## src/rtl/core/atl_pkg.sv

```systemverilog
`timescale 1ns / 1ps
// atl_pkg: shared types, widths, mode codes and the arctangent step table
// for the accelerometer tilt pipeline. Used by every file under rtl/core.
// No dependencies.
package atl_pkg;

  // default field widths
  localparam int ATL_SAMPLE_BITS     = 16;
  localparam int ATL_ANGLE_FRAC_BITS = 7;

  // samples are left-aligned into a 32-bit word for the rotation operands
  localparam int ATL_SCALED_W = 32;
  // rotation operands: scaled sample, its negation, or the 32-bit magnitude
  localparam int ATL_OP_W     = 33;
  // radicand and square root working registers
  localparam int ATL_RAD_W    = 64;
  localparam int ATL_SQRT_STEPS = 32;

  // rotation datapath
  localparam int ATL_CORDIC_ITERS = 60;
  localparam int ATL_PRE_SHIFT    = 23;
  localparam int ATL_CW           = 58;
  localparam int ATL_ACC_W        = 64;

  // angle to output unit conversion
  localparam int ATL_ANGLE_LSB  = 28;
  localparam int ATL_Q_W        = 34;
  localparam int ATL_DEG_SCALE  = 573;
  localparam int ATL_SCALE_W    = 11;
  localparam int ATL_DIV_SHIFT  = 32;
  localparam int ATL_ROUND_HALF = 5;
  localparam int ATL_RADIX      = 10;
  localparam int ATL_RECIP_W    = 29;
  localparam logic [ATL_RECIP_W-1:0] ATL_RECIP_TEN =
    ATL_RECIP_W'(64'd4294967296 / 64'd10);

  // front stages (square, radicand) + prerotation + four conversion stages
  localparam int ATL_LATENCY = ATL_SQRT_STEPS + ATL_CORDIC_ITERS + 7;

  // mode codes
  localparam logic [1:0] ATL_MODE_PITCH = 2'd0;
  localparam logic [1:0] ATL_MODE_ROLL  = 2'd1;
  localparam logic [1:0] ATL_MODE_YAW   = 2'd2;

  typedef struct packed {
    logic       valid;
    logic [1:0] mode;
  } atl_meta_t;

  // word travelling down the square root chain
  typedef struct packed {
    atl_meta_t                      meta;
    logic signed [ATL_OP_W-1:0]     y_op;
    logic signed [ATL_SCALED_W-1:0] z_op;
    logic [ATL_RAD_W-1:0]           rem;
    logic [ATL_RAD_W-1:0]           root;
  } atl_sqrt_t;

  // word travelling down the rotation chain
  typedef struct packed {
    atl_meta_t                   meta;
    logic                        zero;
    logic signed [ATL_CW-1:0]    x;
    logic signed [ATL_CW-1:0]    y;
    logic signed [ATL_ACC_W-1:0] acc;
  } atl_cordic_t;

  // atan(2^-i) in Q60 radians by the alternating series, i >= 1
  function automatic logic [63:0] atl_atan_pow2(input int i);
    logic [63:0] p;
    logic [63:0] sum;
    logic [63:0] term;
    p   = 64'd1 << (60 - i);
    sum = '0;
    for (int k = 0; k < 40; k++) begin
      term = p / 64'(2 * k + 1);
      if (k[0]) sum = sum - term;
      else sum = sum + term;
      p = p >> (2 * i);
    end
    return sum;
  endfunction

  // atan(1/3) in Q60 radians by the same series
  function automatic logic [63:0] atl_atan_third();
    logic [63:0] p;
    logic [63:0] sum;
    logic [63:0] term;
    p   = (64'd1 << 60) / 64'd3;
    sum = '0;
    for (int k = 0; k < 40; k++) begin
      term = p / 64'(2 * k + 1);
      if (k[0]) sum = sum - term;
      else sum = sum + term;
      p = p / 64'd3 / 64'd3;
    end
    return sum;
  endfunction

  // step angle of rotation i; step zero is atan(1/2) + atan(1/3)
  function automatic logic [63:0] atl_atan_tab(input int i);
    logic [63:0] t;
    if (i == 0) t = atl_atan_pow2(1) + atl_atan_third();
    else t = atl_atan_pow2(i);
    return t;
  endfunction

endpackage

```

## src/rtl/core/atl_convert.sv

```systemverilog
`timescale 1ns / 1ps
// atl_convert: four-stage conversion of a Q60 radian angle to signed output
// units (degree scale, rounding, divide by ten, sign). Depends on atl_pkg.
module atl_convert #(
  parameter int ANGLE_FRAC_BITS = atl_pkg::ATL_ANGLE_FRAC_BITS
) (
  input  logic                              clk,
  input  logic                              rst_n,
  input  atl_pkg::atl_cordic_t              d_in,
  output logic                              res_valid,
  output logic signed [ANGLE_FRAC_BITS+8:0] res_angle
);
  import atl_pkg::*;

  localparam int OUT_W  = ANGLE_FRAC_BITS + 9;
  localparam int P_W    = ATL_Q_W + ATL_SCALE_W;
  localparam int RSH    = ATL_DIV_SHIFT - ANGLE_FRAC_BITS;
  localparam int W_W    = P_W - RSH + 1;
  localparam int PROD_W = W_W + ATL_RECIP_W;

  // stage 1: magnitude and the kept bits of the angle, zero for modes 2 and 3 or a zero vector
  logic [ATL_ACC_W-1:0] mag;
  logic [ATL_Q_W-1:0]   q_nxt;
  logic [ATL_Q_W-1:0]   q_r;
  logic                 neg1_r;
  logic                 dbl_r;
  logic                 vld1_r;

  always_comb begin
    mag = d_in.acc[ATL_ACC_W-1] ? $unsigned(-d_in.acc) : $unsigned(d_in.acc);
    if (d_in.zero || d_in.meta.mode[1]) q_nxt = '0;
    else q_nxt = mag[ATL_ANGLE_LSB +: ATL_Q_W];
  end

  always_ff @(posedge clk) begin
    q_r    <= q_nxt;
    neg1_r <= d_in.acc[ATL_ACC_W-1];
    dbl_r  <= (d_in.meta.mode == ATL_MODE_ROLL);
  end

  // stage 2: degree scale, doubling for roll, half-unit rounding offset
  logic [P_W-1:0] p_deg;
  logic [P_W-1:0] p_scaled;
  logic [W_W-1:0] w_nxt;
  logic [W_W-1:0] w_r;
  logic           neg2_r;
  logic           vld2_r;

  always_comb begin
    p_deg    = P_W'(q_r) * P_W'(ATL_DEG_SCALE);
    p_scaled = dbl_r ? (p_deg << 1) : p_deg;
    w_nxt    = W_W'(p_scaled >> RSH) + W_W'(ATL_ROUND_HALF);
  end

  always_ff @(posedge clk) begin
    w_r    <= w_nxt;
    neg2_r <= neg1_r;
  end

  // stage 3: reciprocal multiply for the divide by ten
  logic [PROD_W-1:0] prod_r;
  logic [W_W-1:0]    w3_r;
  logic              neg3_r;
  logic              vld3_r;

  always_ff @(posedge clk) begin
    prod_r <= PROD_W'(w_r) * PROD_W'(ATL_RECIP_TEN);
    w3_r   <= w_r;
    neg3_r <= neg2_r;
  end

  // stage 4: quotient correction and output sign
  logic [W_W-1:0]          u0;
  logic [W_W-1:0]          ten_u0;
  logic [W_W-1:0]          rem;
  logic [W_W-1:0]          quo;
  logic signed [OUT_W-1:0] angle_nxt;
  logic signed [OUT_W-1:0] angle_r;
  logic                    vld4_r;

  always_comb begin
    u0     = W_W'(prod_r >> ATL_DIV_SHIFT);
    ten_u0 = (u0 << 3) + (u0 << 1);
    rem    = w3_r - ten_u0;
    quo    = (rem >= W_W'(ATL_RADIX)) ? u0 + W_W'(1) : u0;
    // the output is the negated angle
    angle_nxt = neg3_r ? $signed(OUT_W'(quo)) : -$signed(OUT_W'(quo));
  end

  always_ff @(posedge clk) begin
    angle_r <= angle_nxt;
  end

  // valid flags
  always_ff @(posedge clk) begin
    if (!rst_n) begin
      vld1_r <= 1'b0;
      vld2_r <= 1'b0;
      vld3_r <= 1'b0;
      vld4_r <= 1'b0;
    end else begin
      vld1_r <= d_in.meta.valid;
      vld2_r <= vld1_r;
      vld3_r <= vld2_r;
      vld4_r <= vld3_r;
    end
  end

  assign res_valid = vld4_r;
  assign res_angle = angle_r;

endmodule

```

## config.mk

```make
export PLATFORM = sky130hd
export DESIGN_NAME = atl_convert
export DESIGN_NICKNAME = d
export VERILOG_FILES = /design/src/rtl/core/atl_pkg.sv /design/src/rtl/core/atl_convert.sv
export SDC_FILE = /design/constraint.sdc
export NUM_CORES = 1
export LEC_CHECK = 0
export ABC_AREA = 1
export BUFFER_PORTS_ARGS = -buffer_cell sky130_fd_sc_hd__buf_2
export CAP_MARGIN = 10
export CORE_MARGIN = 2
export CORE_UTILIZATION = 68
export CTS_BUF_LIST = sky130_fd_sc_hd__clkbuf_8
export DETAILED_ROUTE_END_ITERATION = 10
export HOLD_SLACK_MARGIN = 0.15
export MAX_ROUTING_LAYER = met4
export PLACE_DENSITY = 0.95
export RECOVER_POWER = 50
export SLEW_MARGIN = 40
export SYNTH_ARGS = -nofsm -noshare
export SYNTH_HDL_FRONTEND = slang
export SYNTH_SLANG_ARGS = --single-unit
```

## constraint.sdc

```tcl
create_clock -name clk -period 8.7 [get_ports clk]
set_input_delay 0.87 -clock clk [delete_from_list [all_inputs] [get_ports clk]]
set_output_delay 0.87 -clock clk [all_outputs]
set_load 0.03 [all_outputs]
```

==> metrics <==
Max Fanout on Critical Path 5; top_reg_cell synth dfxtp_1; largest net degree at the start of global routing 32; CTS clock-pin slew for the worst setup and hold paths approximately 100 ps; CTS tree yes; clk sinks between 100 and 150; Initial DRT Pass Iterations 6; Seq/Total Area, Yosys 0.112; minimum clock period 6790 ps; DP HPWL around 50000 µm; Avg Cell Area, Syn ~7.4 µm²; R2R Setup Slk about 1900 ps; Data required, critical path just over 9000 ps; hold slack between 300 and 400 ps; final hold viol count 0; Starting Density 0.691; Final ANT Viol Nets 0; GP Congestion approximately 0.98; via count roughly 19000; Post-CTS Setup Inserts 0; Syn Inst Count about 2900; row count 64; Root Buffer clkbuf_8; worst min-delay path category reg2reg; Worst setup SP type register; Post-Syn Nets between 3000 and 4000; total gr overflow 0; Die Wd ~180 µm; placed cell count about 3300; DP Worst Slack between 1500 and 2000 ps; Hold Path Stages 0; chip height 180 µm; iteration-0 DRC count of the detailed router 1616; Synth Warn # 0; Hold Path Sink neg2_r; Final Skew roughly 29 ps; CORE AREA around 31000 µm²; final cell count without fillers 3353; initial antenna violation count 1; Worst Setup End Kind register; final worst slack 1910 ps; Ant. Diodes 0; Clock Path Buffers 2; H-tree Lvls 4; first-pass GRT wire length 94700 µm; Yosys reg bits approximately 120; fin crit share 0.780; Vias/cell 5.64; Yosys cell types 48; I/O Buffers 85; Final Max Tran Viols 0; Clock Latency Late Sink between 400 and 500 ps; Yosys top cell by area fa_1; Nets around 3700; layout cells sized above 1 0.0497; Hold Startpoint neg1_r; final WL about 58000 µm; CTS resizes 0; Fmax achieved 147 MHz; reg2reg end prod_r[44]; hold_buf cts 0; I/O pin cnt 203; RSZ-0062 raised after global routing false; FFs w/ async S/R, synth 0; Num CTS Buffers 17; GRT Overall Usage 0.375; Post-synth EDFFs 0; fillers roughly 2400; Worst-Margin Slew ~1100 ps; worst relative slew slack 0.288; vias in the first global route 19368; die footprint between 30000 and 40000 µm²; Crit Path Class reg2reg; MaxCap Viol Count 0; final setup vio count 0; critical path arrival between 7000 and 8000 ps; Reg2Reg Depth 24; share of the synthesized area in the top cell type 0.244; status completed; Avg WL per Cell between 15 and 20 µm; Fin Setup TNS 0 ps; drc violations 0; synthesized cell area between 20000 and 25000 µm²; largest cells by area after synthesis fa_1 24%, ha_1 19%, inv_1 13%; Area growth, synth to finish 5.73%; Critical R2R Launch w_r[10]
## layout by cell type (no fill, tap or decap), types with 3 or more instances in the layout
cell type,synthesis,layout
and3_1,6,6
a21o_1,3,3
buf_2,0,64
nor3_1,43,44
o21a_1,12,12
o21ai_0,113,113
nor2_1,234,234
nor2_2,4,4
xor2_1,49,49
nand3_2,3,3
nand4_1,49,49
dfxtp_1,118,118
a31oi_1,10,10
ha_1,325,325
nand3b_1,10,10
inv_6,0,3
a21boi_0,3,3
nand2_1,465,465
o31ai_1,5,5
nand3_1,111,111
a21oi_1,164,164
clkbuf_1,10,21
clkinv_2,0,5
xnor2_1,15,15
clkbuf_8,0,17
nor4_1,15,15
o21bai_1,7,7
inv_1,760,760
nand2_2,20,20
clkinv_4,0,3
fa_1,258,258
inv_2,10,10
or2_2,3,3
## per-layer routing
layer	vias to the layer above	wire (µm)	track usage
met1	8862	24100	0.486
met2	866	26400	0.597
met4	0	2140	0.132
met5	-	0	-
met3	168	5080	0.0633
li1	9025	-	-
## sequential cells by signal (all words and copies together), names as in the netlist
| signal | cells |
|---|---|
| prod_r | 18 |
| res_angle | 16 |
| res_valid | 1 |
| dbl_r | 1 |
| neg3_r | 1 |
| vld1_r | 1 |
| vld3_r | 1 |
| neg2_r | 1 |
| w_r | 21 |
| neg1_r | 1 |
| w3_r | 21 |
| vld2_r | 1 |
| q_r | 34 |
## final cells by class
class | count | area [µm²] | share of cell area
multi-input cells | 1951 | 15800 | 0.707
clock inverters | 15 | 153 | 0.00683
inverters | 770 | 2890 | 0.129
flip-flops and latches | 118 | 2360 | 0.106
repair buffers | 86 | 407 | 0.0182
clock buffers | 17 | 234 | 0.0105
well taps | 396 | 495 | 0.0222
## logic make-up (layout without fill, tap and decap cells)
kind of cell	count (synthesis)	in the layout	synth area share
adder cells (fa/ha/maj)	583	583	0.436
buffers and inverters	786	888	0.140
XOR/XNOR	64	64	0.0265
AO/OA/AOI/OAI	328	328	0.0833
AND/OR/NAND/NOR	976	976	0.202
flip-flops	118	118	0.112
## per-stage QoR
| step | utilization | cell area (µm²) |
|---|---|---|
| after detailed placement | 0.719 | 22000 |
| after CTS | 0.732 | 22400 |
| after floorplan | - | 21100 |
| after global placement | 0.719 | 22000 |
| final | 0.731 | 22400 |
| after global routing | 0.731 | 22400 |
## cells in the mapped netlist, types with 12 or more instances
master / number
o21ai_0: 113
a21oi_1: 164
nor4_1: 15
fa_1: 258
dfxtp_1: 118
nand2_1: 465
o21a_1: 12
nor3_1: 43
nand3_1: 111
xor2_1: 49
nand4_1: 49
inv_1: 760
xnor2_1: 15
nand2_2: 20
ha_1: 325
nor2_1: 234
## worst max-delay path by stage
stage	start	end	slack [ps]	cells after the start
global placement	w_r[10]	prod_r[44]	1860	24
floorplan	w_r[10]	prod_r[44]	2800	24
detailed placement	w_r[10]	prod_r[44]	1780	24
finish	w_r[10]	prod_r[44]	1910	24
CTS	w_r[10]	prod_r[44]	1710	24
global route	w_r[10]	prod_r[44]	1580	24
## worst max-delay path, stage by stage, from the launching register on
cell     delay, ps
dfxtp_1        430
inv_1           70
ha_1           290
inv_1           70
fa_1           650
inv_1          100
fa_1           520
inv_1           80
fa_1           550
fa_1           550
fa_1           580
inv_1           70
fa_1           540
inv_1           60
ha_1           310
nand2_1        120
nor2_1         230
nand2_1        100
nor4b_2        460
a21oi_1        180
o21ai_0        290
nand2_1        100
nand2_1        120
a21oi_1         90
xnor2_1        130
Power is not shown: default switching activity piles up to over one toggle a cycle in this logic, so the estimate is an artifact.
