`src/rtl/core/atl_pkg.sv`:
```
`timescale 1ns / 1ps
// atl_pkg: shared types, widths, mode codes and the arctangent step table
// for the accelerometer tilt pipeline. Used by every file under rtl/core.
// No dependencies.
package atl_pkg;

  // default field widths
  localparam int ATL_SAMPLE_BITS     = 16;
  localparam int ATL_ANGLE_FRAC_BITS = 7;

  // samples are left-aligned into a 32-bit word for the rotation operands
  localparam int ATL_SCALED_W = 32;
  // rotation operands: scaled sample, its negation, or the 32-bit magnitude
  localparam int ATL_OP_W     = 33;
  // radicand and square root working registers
  localparam int ATL_RAD_W    = 64;
  localparam int ATL_SQRT_STEPS = 32;

  // rotation datapath
  localparam int ATL_CORDIC_ITERS = 60;
  localparam int ATL_PRE_SHIFT    = 23;
  localparam int ATL_CW           = 58;
  localparam int ATL_ACC_W        = 64;

  // angle to output unit conversion
  localparam int ATL_ANGLE_LSB  = 28;
  localparam int ATL_Q_W        = 34;
  localparam int ATL_DEG_SCALE  = 573;
  localparam int ATL_SCALE_W    = 11;
  localparam int ATL_DIV_SHIFT  = 32;
  localparam int ATL_ROUND_HALF = 5;
  localparam int ATL_RADIX      = 10;
  localparam int ATL_RECIP_W    = 29;
  localparam logic [ATL_RECIP_W-1:0] ATL_RECIP_TEN =
    ATL_RECIP_W'(64'd4294967296 / 64'd10);

  // front stages (square, radicand) + prerotation + four conversion stages
  localparam int ATL_LATENCY = ATL_SQRT_STEPS + ATL_CORDIC_ITERS + 7;

  // mode codes
  localparam logic [1:0] ATL_MODE_PITCH = 2'd0;
  localparam logic [1:0] ATL_MODE_ROLL  = 2'd1;
  localparam logic [1:0] ATL_MODE_YAW   = 2'd2;

  typedef struct packed {
    logic       valid;
    logic [1:0] mode;
  } atl_meta_t;

  // word travelling down the square root chain
  typedef struct packed {
    atl_meta_t                      meta;
    logic signed [ATL_OP_W-1:0]     y_op;
    logic signed [ATL_SCALED_W-1:0] z_op;
    logic [ATL_RAD_W-1:0]           rem;
    logic [ATL_RAD_W-1:0]           root;
  } atl_sqrt_t;

  // word travelling down the rotation chain
  typedef struct packed {
    atl_meta_t                   meta;
    logic                        zero;
    logic signed [ATL_CW-1:0]    x;
    logic signed [ATL_CW-1:0]    y;
    logic signed [ATL_ACC_W-1:0] acc;
  } atl_cordic_t;

  // atan(2^-i) in Q60 radians by the alternating series, i >= 1
  function automatic logic [63:0] atl_atan_pow2(input int i);
    logic [63:0] p;
    logic [63:0] sum;
    logic [63:0] term;
    p   = 64'd1 << (60 - i);
    sum = '0;
    for (int k = 0; k < 40; k++) begin
      term = p / 64'(2 * k + 1);
      if (k[0]) sum = sum - term;
      else sum = sum + term;
      p = p >> (2 * i);
    end
    return sum;
  endfunction

  // atan(1/3) in Q60 radians by the same series
  function automatic logic [63:0] atl_atan_third();
    logic [63:0] p;
    logic [63:0] sum;
    logic [63:0] term;
    p   = (64'd1 << 60) / 64'd3;
    sum = '0;
    for (int k = 0; k < 40; k++) begin
      term = p / 64'(2 * k + 1);
      if (k[0]) sum = sum - term;
      else sum = sum + term;
      p = p / 64'd3 / 64'd3;
    end
    return sum;
  endfunction

  // step angle of rotation i; step zero is atan(1/2) + atan(1/3)
  function automatic logic [63:0] atl_atan_tab(input int i);
    logic [63:0] t;
    if (i == 0) t = atl_atan_pow2(1) + atl_atan_third();
    else t = atl_atan_pow2(i);
    return t;
  endfunction

endpackage

```
`src/rtl/core/atl_sqrt_cell.sv`:
```
`timescale 1ns / 1ps
// atl_sqrt_cell: one digit of the restoring integer square root, registered.
// Depends on atl_pkg.
module atl_sqrt_cell #(
  parameter int STEP = 0
) (
  input  logic              clk,
  input  logic              rst_n,
  input  atl_pkg::atl_sqrt_t d_in,
  output atl_pkg::atl_sqrt_t d_out
);
  import atl_pkg::*;

  localparam logic [ATL_RAD_W-1:0] BIT_VAL =
    {{(ATL_RAD_W-1){1'b0}}, 1'b1} << (ATL_RAD_W - 2 - 2 * STEP);

  logic [ATL_RAD_W-1:0] trial;
  atl_sqrt_t            stage_nxt;
  atl_sqrt_t            stage_r;
  logic                 vld_r;

  // subtract the trial value when it fits and set this root digit
  always_comb begin
    trial     = d_in.root + BIT_VAL;
    stage_nxt = d_in;
    if (d_in.rem >= trial) begin
      stage_nxt.rem  = d_in.rem - trial;
      stage_nxt.root = (d_in.root >> 1) + BIT_VAL;
    end else begin
      stage_nxt.root = d_in.root >> 1;
    end
  end

  // valid flag
  always_ff @(posedge clk) begin
    if (!rst_n) vld_r <= 1'b0;
    else vld_r <= d_in.meta.valid;
  end

  // payload
  always_ff @(posedge clk) begin
    stage_r <= stage_nxt;
  end

  always_comb begin
    d_out            = stage_r;
    d_out.meta.valid = vld_r;
  end

endmodule

```
`config.mk`:
```
export PLATFORM = sky130hd
export DESIGN_NAME = atl_sqrt_cell
export DESIGN_NICKNAME = d
export VERILOG_FILES = /design/src/rtl/core/atl_pkg.sv /design/src/rtl/core/atl_sqrt_cell.sv
export SDC_FILE = /design/constraint.sdc
export NUM_CORES = 1
export LEC_CHECK = 0
export ABC_AREA = 1
export BUFFER_PORTS_ARGS = -buffer_cell sky130_fd_sc_hd__buf_2
export CORE_ASPECT_RATIO = 0.8
export CORE_MARGIN = 2
export CORE_UTILIZATION = 35
export DETAILED_ROUTE_END_ITERATION = 12
export GPL_ROUTABILITY_DRIVEN = 0
export PLACE_DENSITY = 0.6
export SLEW_MARGIN = 20
export SYNTH_ARGS = -nofsm -noshare
export SYNTH_HDL_FRONTEND = slang
export SYNTH_SLANG_ARGS = --single-unit
```
`constraint.sdc`:
```
create_clock -name clk -period 4.1 [get_ports clk]
set_input_delay 0 -clock clk [delete_from_list [all_inputs] [get_ports clk]]
set_output_delay 0 -clock clk [all_outputs]
set_load 0.05 [all_outputs]
```
==> impl_metrics.xml, run 1 <==
<?xml version="1.0" encoding="UTF-8"?>
<metrics>
  <group name="critical_path">
    <metric name="worstPathRequired" unit="ns">4.42</metric>
    <metric name="crit_arrival" unit="ns">3.37</metric>
    <metric name="criticalPathCategory" unit="">in2reg</metric>
    <metric name="critical-path-top-delay-family" unit="">simple AND/OR/NAND/NOR gates</metric>
    <metric name="worst_path_largest_cell_delay" unit="ns">0.57</metric>
    <metric name="path_cells" unit="">dlygate4sd3_1, buf_2, ha_1, nand2_1, nor2_1, nand2_1, nor2_1, and3_2, nand2_1, nand3_2, buf_4, o21ai_0</metric>
    <metric name="crit_top_cell" unit="">sky130_fd_sc_hd__nand2_1</metric>
    <metric name="cp_num_buf_inv" unit="">3</metric>
    <metric name="critical_path.startpoint" unit="">d_in[103]</metric>
    <metric name="startpoint_type" unit="">input port</metric>
    <metric name="crit_slowest_cell" unit="">sky130_fd_sc_hd__dlygate4sd3_1</metric>
    <metric name="timing.critical_path.to_type" unit="">flip-flop</metric>
    <metric name="critical_path.max_fanout" unit="">30</metric>
  </group>
  <group name="synth">
    <metric name="synth_mux_area_frac" unit="">0</metric>
    <metric name="synth-warning-count" unit="">0</metric>
    <metric name="postSynth.asyncResetShare" unit="">0</metric>
    <metric name="synth_compound_gate_area_share" unit="">0.0224</metric>
    <metric name="netlist_instances" unit="">1801</metric>
    <metric name="synth-xor-area-share" unit="">0.0250</metric>
    <metric name="dominant_combinational_cell_family_by_area_after_synthesis" unit="">simple AND/OR/NAND/NOR gates</metric>
    <metric name="synth_area" unit="mm²">0.0112</metric>
    <metric name="synth-edff-count" unit="">0</metric>
    <metric name="avgSynthCellArea" unit="µm²">6.22</metric>
    <metric name="synth-simple-area-share" unit="">0.379</metric>
    <metric name="synth_seq_area_share" unit="">0.350</metric>
    <metric name="synth-main-ff-cell" unit="">sky130_fd_sc_hd__dfxtp_1</metric>
    <metric name="post_synth_fa_ha_maj_area_fraction" unit="">0.0732</metric>
    <metric name="postSynthRegisterBits" unit="">196</metric>
    <metric name="synth.lib_cells_used.distinct" unit="">29</metric>
    <metric name="synth.net_count" unit="">2064</metric>
  </group>
  <group name="floorplan">
    <metric name="die-height" unit="µm">164</metric>
    <metric name="die_w" unit="µm">204</metric>
    <metric name="io_pins" unit="">394</metric>
    <metric name="design.die.area" unit="mm²">0.0335</metric>
    <metric name="num_rows" unit="">58</metric>
    <metric name="core-area" unit="mm²">0.0315</metric>
    <metric name="start_util" unit="">0.356</metric>
  </group>
  <group name="power">
    <metric name="cellLeakagePower" unit="µW">0.00964</metric>
    <metric name="cell_internal_pwr" unit="µW">3620</metric>
    <metric name="share_clk_of_total_power" unit="">0.279</metric>
    <metric name="pwr_density_cell" unit="mW/mm²">390</metric>
    <metric name="combinationalPowerShare" unit="">0.375</metric>
    <metric name="reg_power_frac" unit="">0.345</metric>
    <metric name="p_sw" unit="µW">2690</metric>
    <metric name="vdd_ir_drop_max" unit="V">0.000303</metric>
    <metric name="p_sw_frac" unit="">0.427</metric>
    <metric name="total_power" unit="µW">6310</metric>
  </group>
  <group name="placement">
    <metric name="dpl_worst_slack" unit="ns">1.22</metric>
    <metric name="dpl-instance-area" unit="mm²">0.0136</metric>
    <metric name="hpwl" unit="µm">35900</metric>
    <metric name="place.port_buffers" unit="">393</metric>
  </group>
  <group name="cts">
    <metric name="cts.htree.levels" unit="">4</metric>
    <metric name="cts.path.max_buffers" unit="">2</metric>
    <metric name="clock_tree_from_tritoncts" unit="">built</metric>
    <metric name="ctsRootBufferMaster" unit="">sky130_fd_sc_hd__clkbuf_16</metric>
    <metric name="clock-sinks" unit="">196</metric>
    <metric name="clk_pin_slew_worst_paths" unit="ns">0.07</metric>
    <metric name="numCtsBuffers" unit="">17</metric>
  </group>
  <group name="global_route">
    <metric name="wire_length_of_the_first_global_routing_pass" unit="µm">67500</metric>
    <metric name="grt_max_degree" unit="">65</metric>
    <metric name="grt_pass1_vias" unit="">12132</metric>
    <metric name="antenna_violations_before_repair" unit="">0</metric>
    <metric name="global_route.overflow_total" unit="">0</metric>
    <metric name="grt_usage" unit="">0.267</metric>
  </group>
  <group name="min_path">
    <metric name="hold_class" unit="">in2reg</metric>
    <metric name="worst_hold_startpoint" unit="">d_in[0]</metric>
  </group>
  <group name="drt">
    <metric name="viasPerCell" unit="">4.52</metric>
    <metric name="vias" unit="">12768</metric>
    <metric name="drc" unit="">0</metric>
    <metric name="ant_nets" unit="">0</metric>
    <metric name="firstDrtPassIters" unit="">8</metric>
    <metric name="post_drt_wl_per_cell" unit="µm">16.0</metric>
    <metric name="drtIter0Drc" unit="">1086</metric>
    <metric name="routed_wirelength" unit="µm">45300</metric>
  </group>
  <group name="final_layout">
    <metric name="layout-drive-gt1-share" unit="">0.191</metric>
    <metric name="area_delta_synth_final" unit="%">44.4</metric>
    <metric name="finish.instance_area" unit="mm²">0.0162</metric>
    <metric name="leading_cell_type_in_the_layout_fill_and_taps_excluded" unit="">sky130_fd_sc_hd__nand2_1</metric>
    <metric name="final_core_util" unit="">0.514</metric>
    <metric name="diodes" unit="">0</metric>
    <metric name="layout_common_cells" unit="">sky130_fd_sc_hd__nand2_1 (715), sky130_fd_sc_hd__inv_1 (410), sky130_fd_sc_hd__buf_2 (393), sky130_fd_sc_hd__dfxtp_1 (196), sky130_fd_sc_hd__dlygate4sd3_1 (196)</metric>
    <metric name="final_net_count" unit="">2657</metric>
  </group>
  <group name="run_status">
    <metric name="status" unit="">completed</metric>
  </group>
  <group name="timing">
    <metric name="tightestPinTransition" unit="ns">0.779</metric>
    <metric name="setup-violations-final" unit="">0</metric>
    <metric name="finalCriticalPeriod" unit="ns">3.05</metric>
    <metric name="fmaxAchievable" unit="MHz">328</metric>
    <metric name="final.setup.tns" unit="ns">0</metric>
    <metric name="final_hold_viol_count" unit="">0</metric>
    <metric name="final.setup.worst_slack" unit="ns">1.05</metric>
    <metric name="slew_headroom" unit="">0.481</metric>
    <metric name="fin_max_slew_vios" unit="">0</metric>
    <metric name="grt_setup_unrepaired" unit="">false</metric>
    <metric name="layout_worst_path_cycle_share" unit="">0.744</metric>
  </group>
  <group name="flow_run">
    <metric name="max_cap_violations" unit="">0</metric>
  </group>
</metrics>
-- power by group through the flow --
stage	Clock [µW]	Combinational, µW	Sequential (µW)
2_1_floorplan	0	836	2940
3_3_place_gp	0	2180	2230
3_5_place_dp	0	2190	2220
4_1_cts	1810	2350	2180
5_1_grt	1880	2540	2200
6_report	1760	2370	2180
-- layout make-up --
type | count | area, µm²
clock buffer | 18 | 429
inverter | 411 | 1540
tap | 420 | 526
timing repair buffer | 595 | 3970
fill | 3223 | 15300
sequential | 196 | 3920
clock inverter | 14 | 183
multi-input combinational | 1173 | 5610
-- metal layers --
metal	share of wire	vias to the layer above	GRT usage	routed length [µm]
met4	0.024	0	0.0823	1080
met3	0.088	65	0.0623	3980
met5	0	-	0	0
met2	0.44	532	0.424	19700
li1	-	6527	-	-
met1	0.45	5644	0.358	20500
-- what timing repair did --
action,4_1_cts,5_1_grt
endpoints found under the hold margin,196,0
hold buffers,196,0
setup buffers,0,0
resized for setup,0,0
-- path summary, 6_finish.rpt --
path | cells past startpoint | endpoint | slack [ns]
max | 12 | d_out[64] | 1.05
min | 5 | d_out[64] | 0.06
-- kinds of logic (layout without fill, tap and decap cells) --
family,after synthesis,count (layout)
AOI/OAI and AO/OA,48,48
xor gates and xnor gates,32,32
adders and majority gates,65,65
buffers and inverters,432,1038
DFF,196,196
and+or+nand+nor,1028,1028
-- synthesized netlist by cell type (all sizes together), types with 6 or more instances --
cell	count	area share
nand2	722	0.24
inv	411	0.14
dfxtp	196	0.35
nand3	148	0.071
nor2	118	0.042
ha	64	0.071
a21oi	42	0.019
xor2	30	0.023
buf	21	0.013
nand4	21	0.012
nor3	10	0.0045
o21ai	6	0.0037
-- state kept, by name (all words and copies together), names as in the netlist --
| name | count |
|---|---|
| vld_r | 1 |
| d_out | 195 |
-- metrics by stage --
step / hold slack [ns] / instances
2_1_floorplan: 0.0277 / 1801
3_3_place_gp: 0.103 / 2599
3_5_place_dp: 0.104 / 2599
4_1_cts: 0.0196 / 2827
5_1_grt: 0.0631 / 2827
6_report: 0.0587 / 2827
No activity file was read; power rests on OpenSTA's default activity.
==> inputs of run 2 (changes only) <==
--- a/config.mk
+++ b/config.mk
@@ -5,14 +5,14 @@
 export SDC_FILE = /design/constraint.sdc
 export NUM_CORES = 1
 export LEC_CHECK = 0
-export ABC_AREA = 1
+export ABC_AREA = 0
 export BUFFER_PORTS_ARGS = -buffer_cell sky130_fd_sc_hd__buf_2
 export CORE_ASPECT_RATIO = 0.8
 export CORE_MARGIN = 2
 export CORE_UTILIZATION = 35
 export DETAILED_ROUTE_END_ITERATION = 12
 export GPL_ROUTABILITY_DRIVEN = 0
-export PLACE_DENSITY = 0.6
+export PLACE_DENSITY = 0.63
 export SLEW_MARGIN = 20
 export SYNTH_ARGS = -nofsm -noshare
 export SYNTH_HDL_FRONTEND = slang
==> constraint.sdc (replaced) <==
create_clock -name clk -period 3.03 [get_ports clk]
set_input_delay 0 -clock clk [delete_from_list [all_inputs] [get_ports clk]]
set_output_delay 0 -clock clk [all_outputs]
set_load 0.05 [all_outputs]
==> impl_metrics.xml, run 2 <==
<?xml version="1.0" encoding="UTF-8"?>
<metrics>
  <group name="synth">
    <metric name="synth_seq_area_share" unit="">0.448</metric>
    <metric name="synth-warning-count" unit="">0</metric>
    <metric name="postSynthRegisterBits" unit="">196</metric>
    <metric name="synth_area" unit="mm²">0.00876</metric>
    <metric name="synth-edff-count" unit="">0</metric>
    <metric name="postSynth.asyncResetShare" unit="">0</metric>
    <metric name="yosysMostFrequentCell" unit="">sky130_fd_sc_hd__dfxtp_1</metric>
    <metric name="post_synth_most_frequent_cells" unit="">sky130_fd_sc_hd__dfxtp_1 (196), sky130_fd_sc_hd__nand2_1 (125), sky130_fd_sc_hd__o21ai_0 (105), sky130_fd_sc_hd__a21oi_1 (85), sky130_fd_sc_hd__inv_1 (81)</metric>
    <metric name="avgSynthCellArea" unit="µm²">8.76</metric>
    <metric name="netlist_instances" unit="">1000</metric>
    <metric name="synth_largest_area_cell" unit="">sky130_fd_sc_hd__dfxtp_1</metric>
    <metric name="netlist_top_cells_area" unit="">sky130_fd_sc_hd__dfxtp_1 (45%), sky130_fd_sc_hd__ha_1 (9.1%), sky130_fd_sc_hd__o21ai_0 (6.0%)</metric>
    <metric name="synth.net_count" unit="">1263</metric>
    <metric name="synth.lib_cells_used.distinct" unit="">58</metric>
    <metric name="synth_largest_type_area_fraction" unit="">0.448</metric>
    <metric name="synth-main-ff-cell" unit="">sky130_fd_sc_hd__dfxtp_1</metric>
  </group>
  <group name="final_layout">
    <metric name="layout-drive-gt1-share" unit="">0.300</metric>
    <metric name="seqCellArea" unit="mm²">0.00392</metric>
    <metric name="finish.instance_area" unit="mm²">0.0137</metric>
    <metric name="leading_cell_type_in_the_layout_fill_and_taps_excluded" unit="">sky130_fd_sc_hd__buf_2</metric>
    <metric name="fillCellCount" unit="">2170</metric>
    <metric name="multi_input_comb_area" unit="mm²">0.00441</metric>
    <metric name="layout_common_cells" unit="">sky130_fd_sc_hd__buf_2 (393), sky130_fd_sc_hd__dfxtp_1 (196), sky130_fd_sc_hd__dlygate4sd3_1 (195), sky130_fd_sc_hd__nand2_1 (124), sky130_fd_sc_hd__o21ai_0 (100)</metric>
    <metric name="final_net_count" unit="">1849</metric>
    <metric name="final-instance-count-excl-fill" unit="">1918</metric>
    <metric name="largest_register_ff_count" unit="">195</metric>
    <metric name="area_delta_synth_final" unit="%">56.9</metric>
  </group>
  <group name="placement">
    <metric name="placed_cells" unit="">1685</metric>
    <metric name="dpl_worst_slack" unit="ns">0.0175</metric>
    <metric name="hpwl" unit="µm">24700</metric>
    <metric name="place.port_buffers" unit="">393</metric>
    <metric name="dpl-instance-area" unit="mm²">0.0111</metric>
  </group>
  <group name="critical_path">
    <metric name="critical_path.startpoint" unit="">d_in[20]</metric>
    <metric name="crit_arrival" unit="ns">3.29</metric>
    <metric name="worstPathRequired" unit="ns">3.41</metric>
    <metric name="timing.critical_path.to_type" unit="">flip-flop</metric>
    <metric name="critical_path.max_fanout" unit="">5</metric>
    <metric name="cp-endpoint" unit="">d_out[119]</metric>
    <metric name="criticalPathCategory" unit="">in2reg</metric>
    <metric name="startpoint_type" unit="">input port</metric>
  </group>
  <group name="timing">
    <metric name="final.setup.worst_slack" unit="ns">0.116</metric>
    <metric name="slew_headroom" unit="">0.583</metric>
    <metric name="tightestPinTransition" unit="ns">0.624</metric>
    <metric name="layout_worst_path_cycle_share" unit="">0.962</metric>
    <metric name="finalCriticalPeriod" unit="ns">2.91</metric>
    <metric name="whs" unit="ns">-0.172</metric>
    <metric name="final_hold_viol_count" unit="">1</metric>
    <metric name="fin_max_slew_vios" unit="">0</metric>
    <metric name="fmaxAchievable" unit="MHz">343</metric>
    <metric name="setup-violations-final" unit="">0</metric>
  </group>
  <group name="power">
    <metric name="vdd_ir_drop_max" unit="V">0.000497</metric>
    <metric name="cell_internal_pwr" unit="µW">4870</metric>
    <metric name="reg_power_frac" unit="">0.361</metric>
    <metric name="combinationalPowerShare" unit="">0.359</metric>
    <metric name="total_power" unit="µW">8080</metric>
    <metric name="p_sw_frac" unit="">0.398</metric>
    <metric name="p_sw" unit="µW">3210</metric>
    <metric name="share_clk_of_total_power" unit="">0.280</metric>
    <metric name="pwr_density_cell" unit="mW/mm²">588</metric>
    <metric name="cellLeakagePower" unit="µW">0.00669</metric>
  </group>
  <group name="global_route">
    <metric name="grt_pass1_vias" unit="">9295</metric>
    <metric name="global_route.overflow_total" unit="">0</metric>
    <metric name="grt_max_degree" unit="">98</metric>
    <metric name="grt_usage" unit="">0.245</metric>
    <metric name="antenna_violations_before_repair" unit="">2</metric>
    <metric name="wire_length_of_the_first_global_routing_pass" unit="µm">50600</metric>
  </group>
  <group name="cts">
    <metric name="ctsRootBufferMaster" unit="">sky130_fd_sc_hd__clkbuf_16</metric>
    <metric name="clock_tree_from_tritoncts" unit="">built</metric>
    <metric name="numCtsBuffers" unit="">17</metric>
    <metric name="cts.path.max_buffers" unit="">2</metric>
    <metric name="clock-sinks" unit="">196</metric>
    <metric name="holdBufCountCts" unit="">195</metric>
    <metric name="cts.htree.levels" unit="">4</metric>
    <metric name="clk_pin_slew_worst_paths" unit="ns">0.08</metric>
  </group>
  <group name="drt">
    <metric name="ant_nets" unit="">0</metric>
    <metric name="viasPerCell" unit="">4.91</metric>
    <metric name="routed_wirelength" unit="µm">33600</metric>
    <metric name="drc" unit="">0</metric>
    <metric name="vias" unit="">9422</metric>
    <metric name="firstDrtPassIters" unit="">7</metric>
    <metric name="post_drt_wl_per_cell" unit="µm">17.5</metric>
    <metric name="drtIter0Drc" unit="">641</metric>
  </group>
  <group name="floorplan">
    <metric name="io_pins" unit="">394</metric>
    <metric name="die-height" unit="µm">145</metric>
    <metric name="design.die.area" unit="mm²">0.0263</metric>
    <metric name="start_util" unit="">0.358</metric>
    <metric name="core-area" unit="mm²">0.0244</metric>
    <metric name="num_rows" unit="">51</metric>
    <metric name="die_w" unit="µm">181</metric>
  </group>
  <group name="flow_run">
    <metric name="max_cap_violations" unit="">0</metric>
  </group>
  <group name="run_status">
    <metric name="violations_in_the_final_reports" unit="">negative hold slack</metric>
    <metric name="status" unit="">finished with violations</metric>
  </group>
  <group name="min_path">
    <metric name="hold_class" unit="">in2reg</metric>
  </group>
</metrics>
run 2: critical path: stages:
cell and delay (ns):
sky130_fd_sc_hd__dlygate4sd3_1 0.54, sky130_fd_sc_hd__buf_2 0.13, sky130_fd_sc_hd__inv_1 0.04, sky130_fd_sc_hd__ha_1 0.35
sky130_fd_sc_hd__a21o_1 0.22, sky130_fd_sc_hd__a31oi_1 0.23, sky130_fd_sc_hd__o21ai_0 0.15, sky130_fd_sc_hd__a2111oi_1 0.60
sky130_fd_sc_hd__nand2_2 0.21, sky130_fd_sc_hd__a211oi_1 0.24, sky130_fd_sc_hd__buf_4 0.18, sky130_fd_sc_hd__o21ai_0 0.11
sky130_fd_sc_hd__xnor2_1 0.13, sky130_fd_sc_hd__o21ai_0 0.15
run 2: cell type report:
cell class | count | area share
clock buffer | 18 | 0.0312
antenna | 1 | 0.000182
multi-input combinational | 678 | 0.321
sequential | 196 | 0.286
timing repair buffer | 612 | 0.301
tap | 318 | 0.0290
clock inverter | 14 | 0.00984
inverter | 81 | 0.0221
run 2: per-stage QoR:
step | util | setup TNS [ns]
floorplan | - | 0
global placement | 0.453 | 0
detailed placement | 0.453 | 0
CTS | 0.556 | 0
global route | 0.562 | -0.0176
finish | 0.562 | 0
run 2: logic make-up after synthesis:
family	after synthesis	synth area share
AOI/OAI and AO/OA	298	0.204
and+or+nand+nor	250	0.131
DFF	196	0.448
buffers and inverters	126	0.0583
adders and majority gates	65	0.0937
xor gates and xnor gates	64	0.0640
muxes	1	0.00114
run 2: metal layers:
metal  GRT usage  share of wire  vias to the layer above  wire length, µm
li1            -              -                     4613                -
met1       0.315           0.43                     4359            14400
met2       0.407           0.47                      409            15900
met3      0.0591          0.079                       39             2670
met4      0.0726          0.019                        2              631
met5           0        0.00045                        -               15
run 2: worst min path at each step:
| stage | start | to | slack (ns) | depth (start not counted) |
|---|---|---|---|---|
| 2_1_floorplan | d_in[1] | d_out[0] | 0.03 | 0 |
| 3_3_place_gp | d_in[190] | d_out[190] | 0.10 | 1 |
| 3_5_place_dp | d_in[137] | d_out[137] | 0.10 | 1 |
| 4_1_cts | d_in[64] | d_out[64] | -0.18 | 3 |
| 5_1_grt | d_in[64] | d_out[64] | -0.17 | 3 |
| 6_report | d_in[64] | d_out[64] | -0.17 | 3 |
run 2: power by group through the flow:
stage,Combinational (µW),Sequential [µW],Clock [µW]
6_report,2900,2920,2260
5_1_grt,3080,2940,2410
4_1_cts,2820,2920,2310
3_5_place_dp,2610,2970,0
3_3_place_gp,2600,2970,0
2_1_floorplan,905,3930,0
run 2: what timing repair did:
action	4_1_cts	5_1_grt
endpoints found under the hold margin	196	1
setup buffers	0	4
gates resized for setup	0	32
setup endpoints to repair	0	66
==> inputs of run 3 (changes only) <==
--- a/config.mk
+++ b/config.mk
@@ -7,7 +7,6 @@
 export LEC_CHECK = 0
 export ABC_AREA = 0
 export BUFFER_PORTS_ARGS = -buffer_cell sky130_fd_sc_hd__buf_2
-export CORE_ASPECT_RATIO = 0.8
 export CORE_MARGIN = 2
 export CORE_UTILIZATION = 35
 export DETAILED_ROUTE_END_ITERATION = 12
==> impl_metrics.xml, run 3 (same netlist as run 2, synthesis figures left out) <==
<?xml version="1.0" encoding="UTF-8"?>
<metrics>
  <group name="critical_path">
    <metric name="crit_arrival" unit="ns">3.26</metric>
    <metric name="critical_path.max_fanout" unit="">3</metric>
    <metric name="startpoint_type" unit="">input port</metric>
    <metric name="worstPathRequired" unit="ns">3.34</metric>
    <metric name="critical_path.startpoint" unit="">d_in[65]</metric>
    <metric name="timing.critical_path.to_type" unit="">flip-flop</metric>
    <metric name="criticalPathCategory" unit="">in2reg</metric>
  </group>
  <group name="drt">
    <metric name="drc" unit="">0</metric>
    <metric name="drtIter0Drc" unit="">458</metric>
    <metric name="vias" unit="">9377</metric>
    <metric name="firstDrtPassIters" unit="">5</metric>
    <metric name="routed_wirelength" unit="µm">32800</metric>
    <metric name="ant_nets" unit="">0</metric>
    <metric name="viasPerCell" unit="">4.85</metric>
    <metric name="post_drt_wl_per_cell" unit="µm">17.0</metric>
  </group>
  <group name="timing">
    <metric name="whs" unit="ns">0.0407</metric>
    <metric name="fmaxAchievable" unit="MHz">339</metric>
    <metric name="finalCriticalPeriod" unit="ns">2.95</metric>
    <metric name="slew_headroom" unit="">0.611</metric>
    <metric name="final_hold_viol_count" unit="">0</metric>
    <metric name="setup-violations-final" unit="">0</metric>
    <metric name="layout_worst_path_cycle_share" unit="">0.973</metric>
    <metric name="final.setup.worst_slack" unit="ns">0.0813</metric>
    <metric name="fin_max_slew_vios" unit="">0</metric>
    <metric name="tightestPinTransition" unit="ns">0.578</metric>
  </group>
  <group name="power">
    <metric name="share_clk_of_total_power" unit="">0.289</metric>
    <metric name="pwr_density_cell" unit="mW/mm²">591</metric>
    <metric name="combinationalPowerShare" unit="">0.356</metric>
    <metric name="cellLeakagePower" unit="µW">0.00677</metric>
    <metric name="p_sw_frac" unit="">0.398</metric>
    <metric name="cell_internal_pwr" unit="µW">4960</metric>
    <metric name="reg_power_frac" unit="">0.355</metric>
    <metric name="vdd_ir_drop_max" unit="V">0.000341</metric>
    <metric name="p_sw" unit="µW">3270</metric>
  </group>
  <group name="global_route">
    <metric name="grt_max_degree" unit="">41</metric>
    <metric name="global_route.overflow_total" unit="">0</metric>
    <metric name="antenna_violations_before_repair" unit="">1</metric>
    <metric name="grt_pass1_vias" unit="">9530</metric>
    <metric name="wire_length_of_the_first_global_routing_pass" unit="µm">49500</metric>
    <metric name="grt_usage" unit="">0.238</metric>
  </group>
  <group name="floorplan">
    <metric name="die-height" unit="µm">162</metric>
    <metric name="die_w" unit="µm">162</metric>
    <metric name="design.die.area" unit="mm²">0.0263</metric>
    <metric name="start_util" unit="">0.358</metric>
    <metric name="num_rows" unit="">57</metric>
    <metric name="core-area" unit="mm²">0.0245</metric>
    <metric name="io_pins" unit="">394</metric>
  </group>
  <group name="cts">
    <metric name="clock-sinks" unit="">196</metric>
    <metric name="numCtsBuffers" unit="">17</metric>
    <metric name="ctsRootBufferMaster" unit="">sky130_fd_sc_hd__clkbuf_16</metric>
    <metric name="clk_pin_slew_worst_paths" unit="ns">0.08</metric>
    <metric name="cts.htree.levels" unit="">4</metric>
    <metric name="cts.path.max_buffers" unit="">2</metric>
    <metric name="clock_tree_from_tritoncts" unit="">built</metric>
  </group>
  <group name="final_layout">
    <metric name="largest_register_ff_count" unit="">195</metric>
    <metric name="final_core_util" unit="">0.569</metric>
    <metric name="fillCellCount" unit="">2126</metric>
    <metric name="area_delta_synth_final" unit="%">59.1</metric>
    <metric name="layout_common_cells" unit="">sky130_fd_sc_hd__buf_2 (393), sky130_fd_sc_hd__dlygate4sd3_1 (197), sky130_fd_sc_hd__dfxtp_1 (196), sky130_fd_sc_hd__nand2_1 (123), sky130_fd_sc_hd__o21ai_0 (99)</metric>
    <metric name="final-instance-count-excl-fill" unit="">1932</metric>
    <metric name="final_net_count" unit="">1858</metric>
    <metric name="layout-drive-gt1-share" unit="">0.305</metric>
    <metric name="leading_cell_type_in_the_layout_fill_and_taps_excluded" unit="">sky130_fd_sc_hd__buf_2</metric>
    <metric name="diodes" unit="">0</metric>
  </group>
  <group name="run_status">
    <metric name="status" unit="">completed</metric>
  </group>
  <group name="placement">
    <metric name="placed_cells" unit="">1698</metric>
    <metric name="hpwl" unit="µm">24300</metric>
    <metric name="dpl_worst_slack" unit="ns">-0.0543</metric>
    <metric name="place.port_buffers" unit="">393</metric>
  </group>
  <group name="min_path">
    <metric name="timing.hold.worst_endpoint" unit="">d_out[65]</metric>
    <metric name="worst_hold_startpoint" unit="">d_in[1]</metric>
    <metric name="min_path_cells" unit="">4</metric>
    <metric name="hold_class" unit="">in2reg</metric>
  </group>
  <group name="flow_run">
    <metric name="max_cap_violations" unit="">0</metric>
  </group>
</metrics>
## run 3: changes by cell type in the layout (fill, tap and decap cells not counted), sizes merged
cell | before | now
buf | 416 | 422
dlygate4sd3 | 195 | 197
clkbuf | 19 | 20
clkinvlp | 0 | 1
diode | 1 | 0
inv | 89 | 88
## run 3: per-stage QoR
stage / power, µW / cell area [µm²] / TNS (ns)
2_1_floorplan: 4840 / 8760 / 0
3_3_place_gp: 5600 / 11200 / -0.0660
3_5_place_dp: 5620 / 11200 / -0.145
4_1_cts: 8200 / 13800 / 0
5_1_grt: 8580 / 13900 / -0.0150
6_report: 8230 / 13900 / 0
## run 3: repair_timing
action	CTS	global route
endpoints found under the setup margin	0	64
resized for setup	0	28
hold endpoints to repair	196	0
buffers inserted	0	3
hold buffers	197	0
## run 3: layout make-up
cell class / count / area (µm²) / share of cell area
multi-input combinational: 678 / 4420 / 0.317
timing repair buffer: 621 / 4260 / 0.306
sequential: 196 / 3920 / 0.282
clock buffer: 18 / 439 / 0.0315
tap: 324 / 405 / 0.0291
inverter: 81 / 304 / 0.0218
clock inverter: 14 / 179 / 0.0128
## run 3: worst max-delay path by stage
stage | to | slack, ns | cells after the start
after floorplan | d_out[118] | 0.54 | 13
after global placement | d_out[74] | -0.05 | 14
after CTS | d_out[74] | 0.01 | 15
after detailed placement | d_out[74] | -0.05 | 14
after global routing | d_out[117] | -0.01 | 14
final | d_out[99] | 0.08 | 14
## run 3: metal layers
metal,share of wire,global-route usage,up-vias
li1,-,-,4627
met1,0.39,0.270,4290
met2,0.50,0.431,380
met3,0.073,0.0546,78
met4,0.036,0.0969,2
met5,0.00040,0,-
## run 3: worst max-delay path, cell delays in order
cell and delay (ns):
sky130_fd_sc_hd__dlygate4sd3_1 0.54, sky130_fd_sc_hd__buf_2 0.14, sky130_fd_sc_hd__ha_1 0.29, sky130_fd_sc_hd__nor2b_1 0.15
sky130_fd_sc_hd__o2111ai_1 0.33, sky130_fd_sc_hd__nand4_1 0.14, sky130_fd_sc_hd__a21oi_1 0.34, sky130_fd_sc_hd__buf_4 0.21
sky130_fd_sc_hd__nand3_1 0.19, sky130_fd_sc_hd__a31oi_2 0.32, sky130_fd_sc_hd__o21bai_1 0.14, sky130_fd_sc_hd__a21oi_1 0.20
sky130_fd_sc_hd__xor2_1 0.18, sky130_fd_sc_hd__o21ai_0 0.09
## run 3: power by group through the flow
| stage | clock, µW | combinational [µW] | sequential, µW |
|---|---|---|---|
| finish | 2380 | 2940 | 2920 |
| global placement | 0 | 2630 | 2970 |
| global route | 2520 | 3120 | 2940 |
| detailed placement | 0 | 2640 | 2980 |
| floorplan | 0 | 905 | 3930 |
| CTS | 2420 | 2860 | 2920 |
